[config.mk]
export PLATFORM = sky130hd
export DESIGN_NAME = ffha_ctrl
export DESIGN_NICKNAME = d
export VERILOG_FILES = /design/src/rtl/ffha_pkg.sv /design/src/rtl/ffha_ctrl.sv
export SDC_FILE = /design/constraint.sdc
export NUM_CORES = 1
export LEC_CHECK = 0
export BUFFER_PORTS_ARGS = -buffer_cell sky130_fd_sc_hd__buf_2
export CORE_ASPECT_RATIO = 0.6
export CORE_MARGIN = 2
export CORE_UTILIZATION = 55
export DETAILED_ROUTE_END_ITERATION = 12
export PLACE_DENSITY_LB_ADDON = 0.12
export SLEW_MARGIN = 30
export SYNTH_ARGS = -nofsm -noshare
export SYNTH_HDL_FRONTEND = slang
export SYNTH_SLANG_ARGS = --single-unit
export TNS_END_PERCENT = 20
[constraint.sdc]
create_clock -name clk -period 1.9 [get_ports clk]
set_input_delay 0.095 -clock clk [delete_from_list [all_inputs] [get_ports clk]]
set_output_delay 0.095 -clock clk [all_outputs]
set_load 0.03 [all_outputs]
[src/rtl/ffha_pkg.sv]
`timescale 1ns / 1ps
`default_nettype none

package ffha_pkg;

    localparam int ADDR_W = 24;
    localparam int MODE_W = 2;
    localparam int ST_W   = 3;

    localparam int MAX_FREE_DEF     = 64;
    localparam int MAX_USED_DEF     = 64;
    localparam int HEADER_BYTES_DEF = 32;

    localparam logic [ADDR_W-1:0] HEAP_SIZE_RESET = ADDR_W'(8192000 * 2);
    localparam int ROUND_ADD   = 15;
    localparam int SPLIT_SLACK = 16;

    localparam logic [MODE_W-1:0] MODE_INIT  = 2'd0;
    localparam logic [MODE_W-1:0] MODE_ALLOC = 2'd1;
    localparam logic [MODE_W-1:0] MODE_FREE  = 2'd2;

    localparam logic [ST_W-1:0] ST_OK      = 3'd0;
    localparam logic [ST_W-1:0] ST_NOFIT   = 3'd1;
    localparam logic [ST_W-1:0] ST_NULL    = 3'd2;
    localparam logic [ST_W-1:0] ST_UNKNOWN = 3'd3;
    localparam logic [ST_W-1:0] ST_FULL    = 3'd4;

    typedef enum logic [4:0] {
        OP_NONE,
        OP_BOOT,
        OP_LOAD,
        OP_INIT,
        OP_FRD,
        OP_IDX_INC,
        OP_FIT_CAP,
        OP_SLOT_INC,
        OP_A_TAKE,
        OP_A_SUB,
        OP_A_BASE,
        OP_A_REC,
        OP_CNT_DEC,
        OP_RM_RD,
        OP_RM_WR,
        OP_URD,
        OP_U_CAP,
        OP_PREV_CAP,
        OP_NEXT_CAP,
        OP_F_SUM,
        OP_F_N,
        OP_F_PN,
        OP_F_P,
        OP_SH_INIT,
        OP_SH_RD,
        OP_SH_WR,
        OP_F_INS,
        OP_PUT
    } ffha_op_t;

    typedef struct packed {
        ffha_op_t        op;
        logic [ST_W-1:0] code;
    } ffha_cmd_t;

    typedef struct packed {
        logic [MODE_W-1:0] mode;
        logic              faddr_zero;
        logic              idx_end;
        logic              fit;
        logic              take_whole;
        logic              base_le;
        logic              slot_end;
        logic              slot_used;
        logic              match;
        logic              prev;
        logic              next;
        logic              full;
        logic              rm_last;
        logic              sh_done;
        logic              out_free;
    } ffha_sts_t;

endpackage

`default_nettype wire

[src/rtl/ffha_ctrl.sv]
`timescale 1ns / 1ps
`default_nettype none

module ffha_ctrl (
    input  logic                clk,
    input  logic                rst_n,
    input  logic                req_valid,
    output logic                req_ready,
    output ffha_pkg::ffha_cmd_t cmd,
    input  ffha_pkg::ffha_sts_t sts
);
    import ffha_pkg::*;

    typedef enum logic [4:0] {
        S_BOOT, S_IDLE, S_DISP, S_INIT,
        S_AF_RD, S_AF_CK, S_AU_CK, S_A_BASE, S_A_REC,
        S_RM_RD, S_RM_WR,
        S_FU_CK, S_FU_CMP, S_FP_RD, S_FP_CK, S_F_DEC, S_F_PN, S_F_P,
        S_SH_RD, S_SH_WR,
        S_RESP
    } state_t;

    state_t          state_reg, state_next;
    logic [ST_W-1:0] code_reg, code_next;

    always_comb
    begin
        state_next = state_reg;
        code_next  = code_reg;
        cmd.op     = OP_NONE;
        cmd.code   = code_reg;
        req_ready  = 1'b0;
        case (state_reg)
            S_BOOT:
            begin
                cmd.op     = OP_BOOT;
                state_next = S_IDLE;
            end
            S_IDLE:
            begin
                req_ready = 1'b1;
                if (req_valid)
                begin
                    cmd.op     = OP_LOAD;
                    code_next  = ST_OK;
                    state_next = S_DISP;
                end
            end
            S_DISP:
            begin
                case (sts.mode)
                    MODE_INIT:  state_next = S_INIT;
                    MODE_ALLOC: state_next = S_AF_RD;
                    MODE_FREE:
                    begin
                        if (sts.faddr_zero)
                        begin
                            code_next  = ST_NULL;
                            state_next = S_RESP;
                        end
                        else
                            state_next = S_FU_CK;
                    end
                    default:    state_next = S_RESP;
                endcase
            end
            S_INIT:
            begin
                cmd.op     = OP_INIT;
                state_next = S_RESP;
            end
            S_AF_RD:
            begin
                if (sts.idx_end)
                begin
                    code_next  = ST_NOFIT;
                    state_next = S_RESP;
                end
                else
                begin
                    cmd.op     = OP_FRD;
                    state_next = S_AF_CK;
                end
            end
            S_AF_CK:
            begin
                if (sts.fit)
                begin
                    cmd.op     = OP_FIT_CAP;
                    state_next = S_AU_CK;
                end
                else
                begin
                    cmd.op     = OP_IDX_INC;
                    state_next = S_AF_RD;
                end
            end
            S_AU_CK:
            begin
                if (sts.slot_end)
                begin
                    code_next  = ST_FULL;
                    state_next = S_RESP;
                end
                else if (sts.slot_used)
                    cmd.op = OP_SLOT_INC;
                else if (sts.take_whole)
                begin
                    // leftover too small to keep: take the whole extent
                    cmd.op     = OP_A_TAKE;
                    state_next = S_A_REC;
                end
                else
                begin
                    cmd.op     = OP_A_SUB;
                    state_next = S_A_BASE;
                end
            end
            S_A_BASE:
            begin
                cmd.op     = OP_A_BASE;
                state_next = S_A_REC;
            end
            S_A_REC:
            begin
                cmd.op     = OP_A_REC;
                state_next = sts.take_whole ? S_RM_RD : S_RESP;
            end
            S_RM_RD:
            begin
                if (sts.rm_last)
                begin
                    cmd.op     = OP_CNT_DEC;
                    state_next = S_RESP;
                end
                else
                begin
                    cmd.op     = OP_RM_RD;
                    state_next = S_RM_WR;
                end
            end
            S_RM_WR:
            begin
                cmd.op     = OP_RM_WR;
                state_next = S_RM_RD;
            end
            S_FU_CK:
            begin
                if (sts.slot_end)
                begin
                    code_next  = ST_UNKNOWN;
                    state_next = S_RESP;
                end
                else if (!sts.slot_used)
                    cmd.op = OP_SLOT_INC;
                else
                begin
                    cmd.op     = OP_URD;
                    state_next = S_FU_CMP;
                end
            end
            S_FU_CMP:
            begin
                if (sts.match)
                begin
                    cmd.op     = OP_U_CAP;
                    state_next = S_FP_RD;
                end
                else
                begin
                    cmd.op     = OP_SLOT_INC;
                    state_next = S_FU_CK;
                end
            end
            S_FP_RD:
            begin
                if (sts.idx_end)
                    state_next = S_F_DEC;
                else
                begin
                    cmd.op     = OP_FRD;
                    state_next = S_FP_CK;
                end
            end
            S_FP_CK:
            begin
                if (sts.base_le)
                begin
                    cmd.op     = OP_PREV_CAP;
                    state_next = S_FP_RD;
                end
                else
                begin
                    cmd.op     = OP_NEXT_CAP;
                    state_next = S_F_DEC;
                end
            end
            S_F_DEC:
            begin
                if (sts.prev && sts.next)
                begin
                    cmd.op     = OP_F_SUM;
                    state_next = S_F_PN;
                end
                else if (sts.prev)
                begin
                    cmd.op     = OP_F_SUM;
                    state_next = S_F_P;
                end
                else if (sts.next)
                begin
                    cmd.op     = OP_F_N;
                    state_next = S_RESP;
                end
                else if (sts.full)
                begin
                    code_next  = ST_FULL;
                    state_next = S_RESP;
                end
                else
                begin
                    cmd.op     = OP_SH_INIT;
                    state_next = S_SH_RD;
                end
            end
            S_F_PN:
            begin
                // both neighbours merged: drop the upper extent
                cmd.op     = OP_F_PN;
                state_next = S_RM_RD;
            end
            S_F_P:
            begin
                cmd.op     = OP_F_P;
                state_next = S_RESP;
            end
            S_SH_RD:
            begin
                if (sts.sh_done)
                begin
                    cmd.op     = OP_F_INS;
                    state_next = S_RESP;
                end
                else
                begin
                    cmd.op     = OP_SH_RD;
                    state_next = S_SH_WR;
                end
            end
            S_SH_WR:
            begin
                cmd.op     = OP_SH_WR;
                state_next = S_SH_RD;
            end
            S_RESP:
            begin
                if (sts.out_free)
                begin
                    cmd.op     = OP_PUT;
                    state_next = S_IDLE;
                end
            end
            default:     state_next = S_IDLE;
        endcase
    end

    always_ff @(posedge clk or negedge rst_n)
    begin
        if (!rst_n)
        begin
            state_reg <= S_BOOT;
            code_reg  <= ST_OK;
        end
        else
        begin
            state_reg <= state_next;
            code_reg  <= code_next;
        end
    end

endmodule

`default_nettype wire

==> flow_metrics.env, run 1 <==
export IMPL_status="did not finish"
export IMPL_lastStage="5_1_grt"
export IMPL_error="[ERROR GRT-0116] Global routing finished with congestion. Check the congestion regions in the DRC Viewer."
export IMPL_die_w_um=67.1
export IMPL_place_gp_congestion=1.04
export IMPL_syn_inst=185
export IMPL_cts_buffers=3
export IMPL_yosysTopAreaCell="dfrtp_1"
export IMPL_cts_root_buf="clkbuf_8"
export IMPL_grt_total_usage_pct=69.2
export IMPL_yosysMostFrequentCell="nand2_1"
export IMPL_cts_buffer_depth=2
export IMPL_ys_types=58
export IMPL_synth_area_leaders="dfrtp_1 15%, nand2_1 5.4%, a21oi_1 5.3%, nand2b_1 4.3%, nor3_1 4.2%"
export IMPL_ys_ff_latch=8
export IMPL_placementRows=13
export IMPL_postSynth_asyncResetShare_pct=100
export IMPL_synth_edf_count=0
export IMPL_synth_top_area_share_pct=15.2
export IMPL_synth_xor_area_share_pct=1.33
export IMPL_ys_seq_area_share_pct=15.2
export IMPL_grt_max_degree=15
export IMPL_synth_top_family_by_area="compound AO/OA/AOI/OAI gates"
export IMPL_syn_nets=204
export IMPL_pin_count=28
export IMPL_start_util_pct=59.4
export IMPL_synth_simple_area_share_pct=30.3
export IMPL_syn_cell_area_um2=1320
export IMPL_synthTopCellsByCount="19 x nand2_1, 14 x a21oi_1, 14 x nor2_1, 11 x nor3_1"
export IMPL_synth_main_ff_cell="dfrtp_1"
export IMPL_muxShareOfSynthArea_pct=2.57
export IMPL_grt_pass1_vias=2545
export IMPL_grt_overflow=1
export IMPL_synth_compound_area_share_pct=39.9
export IMPL_synth_fa_ha_area_share_pct=0.761
export IMPL_place_port_buffers=27
export IMPL_grt_pass1_wl_mm=14.2
export IMPL_die_h_um=41.9
export IMPL_htree_levels=1
export IMPL_placed_cell_area_um2=1900
export IMPL_yosysWarnings=0
export IMPL_dpl_hpwl_mm=4.64
export IMPL_synth_avg_cell_area_um2=7.11
export IMPL_clkSinkCount=8
==> metrics by stage <==
step                setup TNS, ps  utilization (%)  instances  worst slack [ps]
global placement             -945             86.1        292              -130
floorplan                   -14.9                -        185             -14.9
CTS                         -1430             96.4        303              -176
detailed placement          -1850             86.1        292              -357
==> per-layer routing <==
layer,GRT usage (%),overflow
met5,14.6,0
met2,81.4,1
met4,54.7,0
met3,59.3,0
met1,75.2,0
==> cell families after synthesis <==
logic type,after synthesis
compound gates,70
xor+xnor,2
fa+ha+maj,1
buf+inv,26
flops,8
mux,3
simple gates,75
==> what timing repair did <==
item | in CTS
setup buffers | 7
setup endpoints to repair | 13
resized for setup | 36
hold endpoints to repair | 8
hold buffers | 1
pin swaps | 7
==> run 2, diff against run 1 <==
- CORE_AREA: unset -> 2 2 63 65
- CORE_ASPECT_RATIO: 0.6 -> unset
- CORE_MARGIN: 2 -> unset
- CORE_UTILIZATION: 55 -> unset
- DIE_AREA: unset -> 0 0 65 67
- PLACE_DENSITY_LB_ADDON: 0.12 -> 0.15
==> run 2 against run 1 <==
Net effect:
- the flow now finishes, with violations (setup timing)
- synthesized area is the same
- synthesized cell count stayed put
==> flow_metrics.env, run 2 <==
export IMPL_status="finished with violations"
export IMPL_violations="setup timing"
export IMPL_ys_seq_area_share_pct=15.2
export IMPL_synth_area_leaders="dfrtp_1 15%, nand2_1 5.4%, a21oi_1 5.3%, nand2b_1 4.3%, nor3_1 4.2%"
export IMPL_rsz0062_at_grt="yes"
export IMPL_drtIter0Drc=249
export IMPL_grt_total_usage_pct=25.7
export IMPL_switchingPower_uw=1730
export IMPL_antenna_found_initial=0
export IMPL_final_cell_mix="68 x buf_4, 21 x buf_2, 19 x nand2_1"
export IMPL_cp_max_fo=4
export IMPL_slew_headroom_pct=59.0
export IMPL_clock_latency_ps=220
export IMPL_ys_ff_latch=8
export IMPL_place_port_buffers=27
export IMPL_final_max_slew_violation_count=0
export IMPL_finalSetupViolations=10
export IMPL_syn_inst=185
export IMPL_p_leak_uw=0.000979
export IMPL_grt_pass1_vias=1771
export IMPL_fin_skew_ps=1.03
export IMPL_cts_buffer_depth=2
export IMPL_pwr_share_clk_pct=5.2
export IMPL_placed_cell_area_um2=1880
export IMPL_clkTransAtPathRegs_ps=40
export IMPL_yosysTopAreaCell="dfrtp_1"
export IMPL_switching_share_pct=47.2
export IMPL_total_power_uw=3670
export IMPL_grt_pass1_wl_mm=8.47
export IMPL_postSynth_asyncResetShare_pct=100
export IMPL_placementRows=22
export IMPL_synth_avg_cell_area_um2=7.11
export IMPL_cts_root_buf="clkbuf_8"
export IMPL_fillers=343
export IMPL_yosysWarnings=0
export IMPL_drive_gt1_share_pct=48.9
export IMPL_irDropWorstVdd_v=0.00105
export IMPL_final_instance_count_excl_fill=318
export IMPL_cts_buffers=3
export IMPL_grt_max_degree=17
export IMPL_ys_types=58
export IMPL_end_kind="primary output"
export IMPL_pin_count=28
export IMPL_period_share_pct=107
export IMPL_worst_pin_slew_ps=599
export IMPL_cts_tree="done"
export IMPL_place_gp_congestion=0.949
export IMPL_core_um2=3610
export IMPL_synthTopCellsByCount="19 x nand2_1, 14 x a21oi_1, 14 x nor2_1, 11 x nor3_1"
export IMPL_finalWirelength_mm=5.31
export IMPL_power_internal_uw=1940
export IMPL_start_util_pct=36.5
export IMPL_powerDensity_nw_per_um2=1690
export IMPL_final_area_um2=2170
export IMPL_area_delta_synth_final_pct=65.2
export IMPL_die_w_um=65
export IMPL_synth_top_area_share_pct=15.2
export IMPL_synth_main_ff_cell="dfrtp_1"
export IMPL_yosysMostFrequentCell="nand2_1"
export IMPL_place_inst=304
export IMPL_viasPerCell=5.78
export IMPL_hold_path_class="in2reg"
export IMPL_synth_edf_count=0
export IMPL_largest_reg_flops=5
export IMPL_grt_overflow=0
export IMPL_drc_errors=0
export IMPL_clkSinkCount=8
export IMPL_vias=1838
export IMPL_syn_cell_area_um2=1320
export IMPL_critPathArrivalTime_ps=1940
export IMPL_htree_levels=1
export IMPL_crit_required_ps=1800
export IMPL_firstDrtPassIters=4
export IMPL_dpl_hpwl_mm=4.16
export IMPL_final_common_cell="buf_4"
export IMPL_dieArea_um2=4360
export IMPL_fin_ws_ps=-132
export IMPL_crit_type="reg2out"
export IMPL_worstSetupStartpointType="register"
export IMPL_hold_viol_final=0
export IMPL_n_antenna_cell=0
export IMPL_pwr_share_comb_pct=85.3
export IMPL_period_minus_slack_ps=2030
export IMPL_wire_per_inst_um=16.7
export IMPL_final_nets=291
export IMPL_seq_power_share_pct=9.5
export IMPL_cap_viol_max_count=0
export IMPL_clock_fmax_mhz=492
export IMPL_pre_cts_slack_ps=-188
export IMPL_postRouteAntennaNets=0
export IMPL_die_h_um=67
export IMPL_syn_nets=204
==> run 2: timing repair <==
item                                    in CTS  in global routing
endpoints found under the hold margin        8                  0
pin swaps                                    6                  5
hold buffers                                 1                  0
buffers inserted                             6                  4
resized for setup                           27                 16
endpoints found under the setup margin      12                 12
==> run 2: layer usage <==
layer | GRT usage, % | vias up | part of all wire [%]
met5 | 0 | - | 0
met4 | 12.0 | 0 | 3.5
met3 | 3.04 | 16 | 7.8
met2 | 42.8 | 88 | 48
met1 | 33.1 | 847 | 41
li1 | - | 887 | -
==> run 2: power groups by stage <==
stage | logic [µW] | registers (µW) | clock network, µW
2_1_floorplan | 1540 | 325 | 0
3_3_place_gp | 2640 | 348 | 0
3_5_place_dp | 2650 | 351 | 0
4_1_cts | 2960 | 355 | 197
5_1_grt | 3370 | 355 | 204
6_report | 3130 | 347 | 193
==> run 2: cell families after synthesis <==
family / Yosys count / share of synthesized area (%)
AND/OR/NAND/NOR: 75 / 30.3
AO/OA/AOI/OAI: 70 / 39.9
buffers and inverters: 26 / 9.99
flip-flops: 8 / 15.2
multiplexers: 3 / 2.57
XOR/XNOR: 2 / 1.33
adder cells (fa/ha/maj): 1 / 0.761
==> run 2: worst max-delay path, cell delays in order (launching register included) <==
cell and delay [ps]:
dfrtp_2 410, buf_6 130, and3b_2 230, a221o_1 350, a221oi_2 180, buf_4 150, o211ai_1 90, buf_4 180
==> run 2: per-stage QoR <==
step           setup TNS [ps]  hold WS (ps)  util [%]
2_1_floorplan           -14.9          -201         -
3_3_place_gp             -892         -57.0      52.2
3_5_place_dp             -926         -58.1      52.2
4_1_cts                  -678           185      58.1
5_1_grt                 -1610           204      60.2
6_report                 -727           185      60.2
==> run 2: cell type report <==
cell class	count	area, µm²	area share (%)
repair buffers	97	722	33.2
well taps	48	60.1	2.76
flip-flops and latches	8	205	9.45
clock buffers	3	41.3	1.90
inverters	11	41.3	1.90
multi-input cells	151	1100	50.7
==> run 2: final timing paths <==
kind,startpoint,to,slack [ps],cells after the start
max reg2reg,state_reg[1],code_reg[2],-80,6
max,state_reg[2],cmd[4],-130,7
min reg2reg,code_reg[1],code_reg[1],500,1
min in group asynchronous,rst_n,code_reg[0],240,2
min,sts[13],state_reg[4],180,3
max in group asynchronous,rst_n,state_reg[1],1480,2
Note: power is estimated with default switching activity, not from simulation.
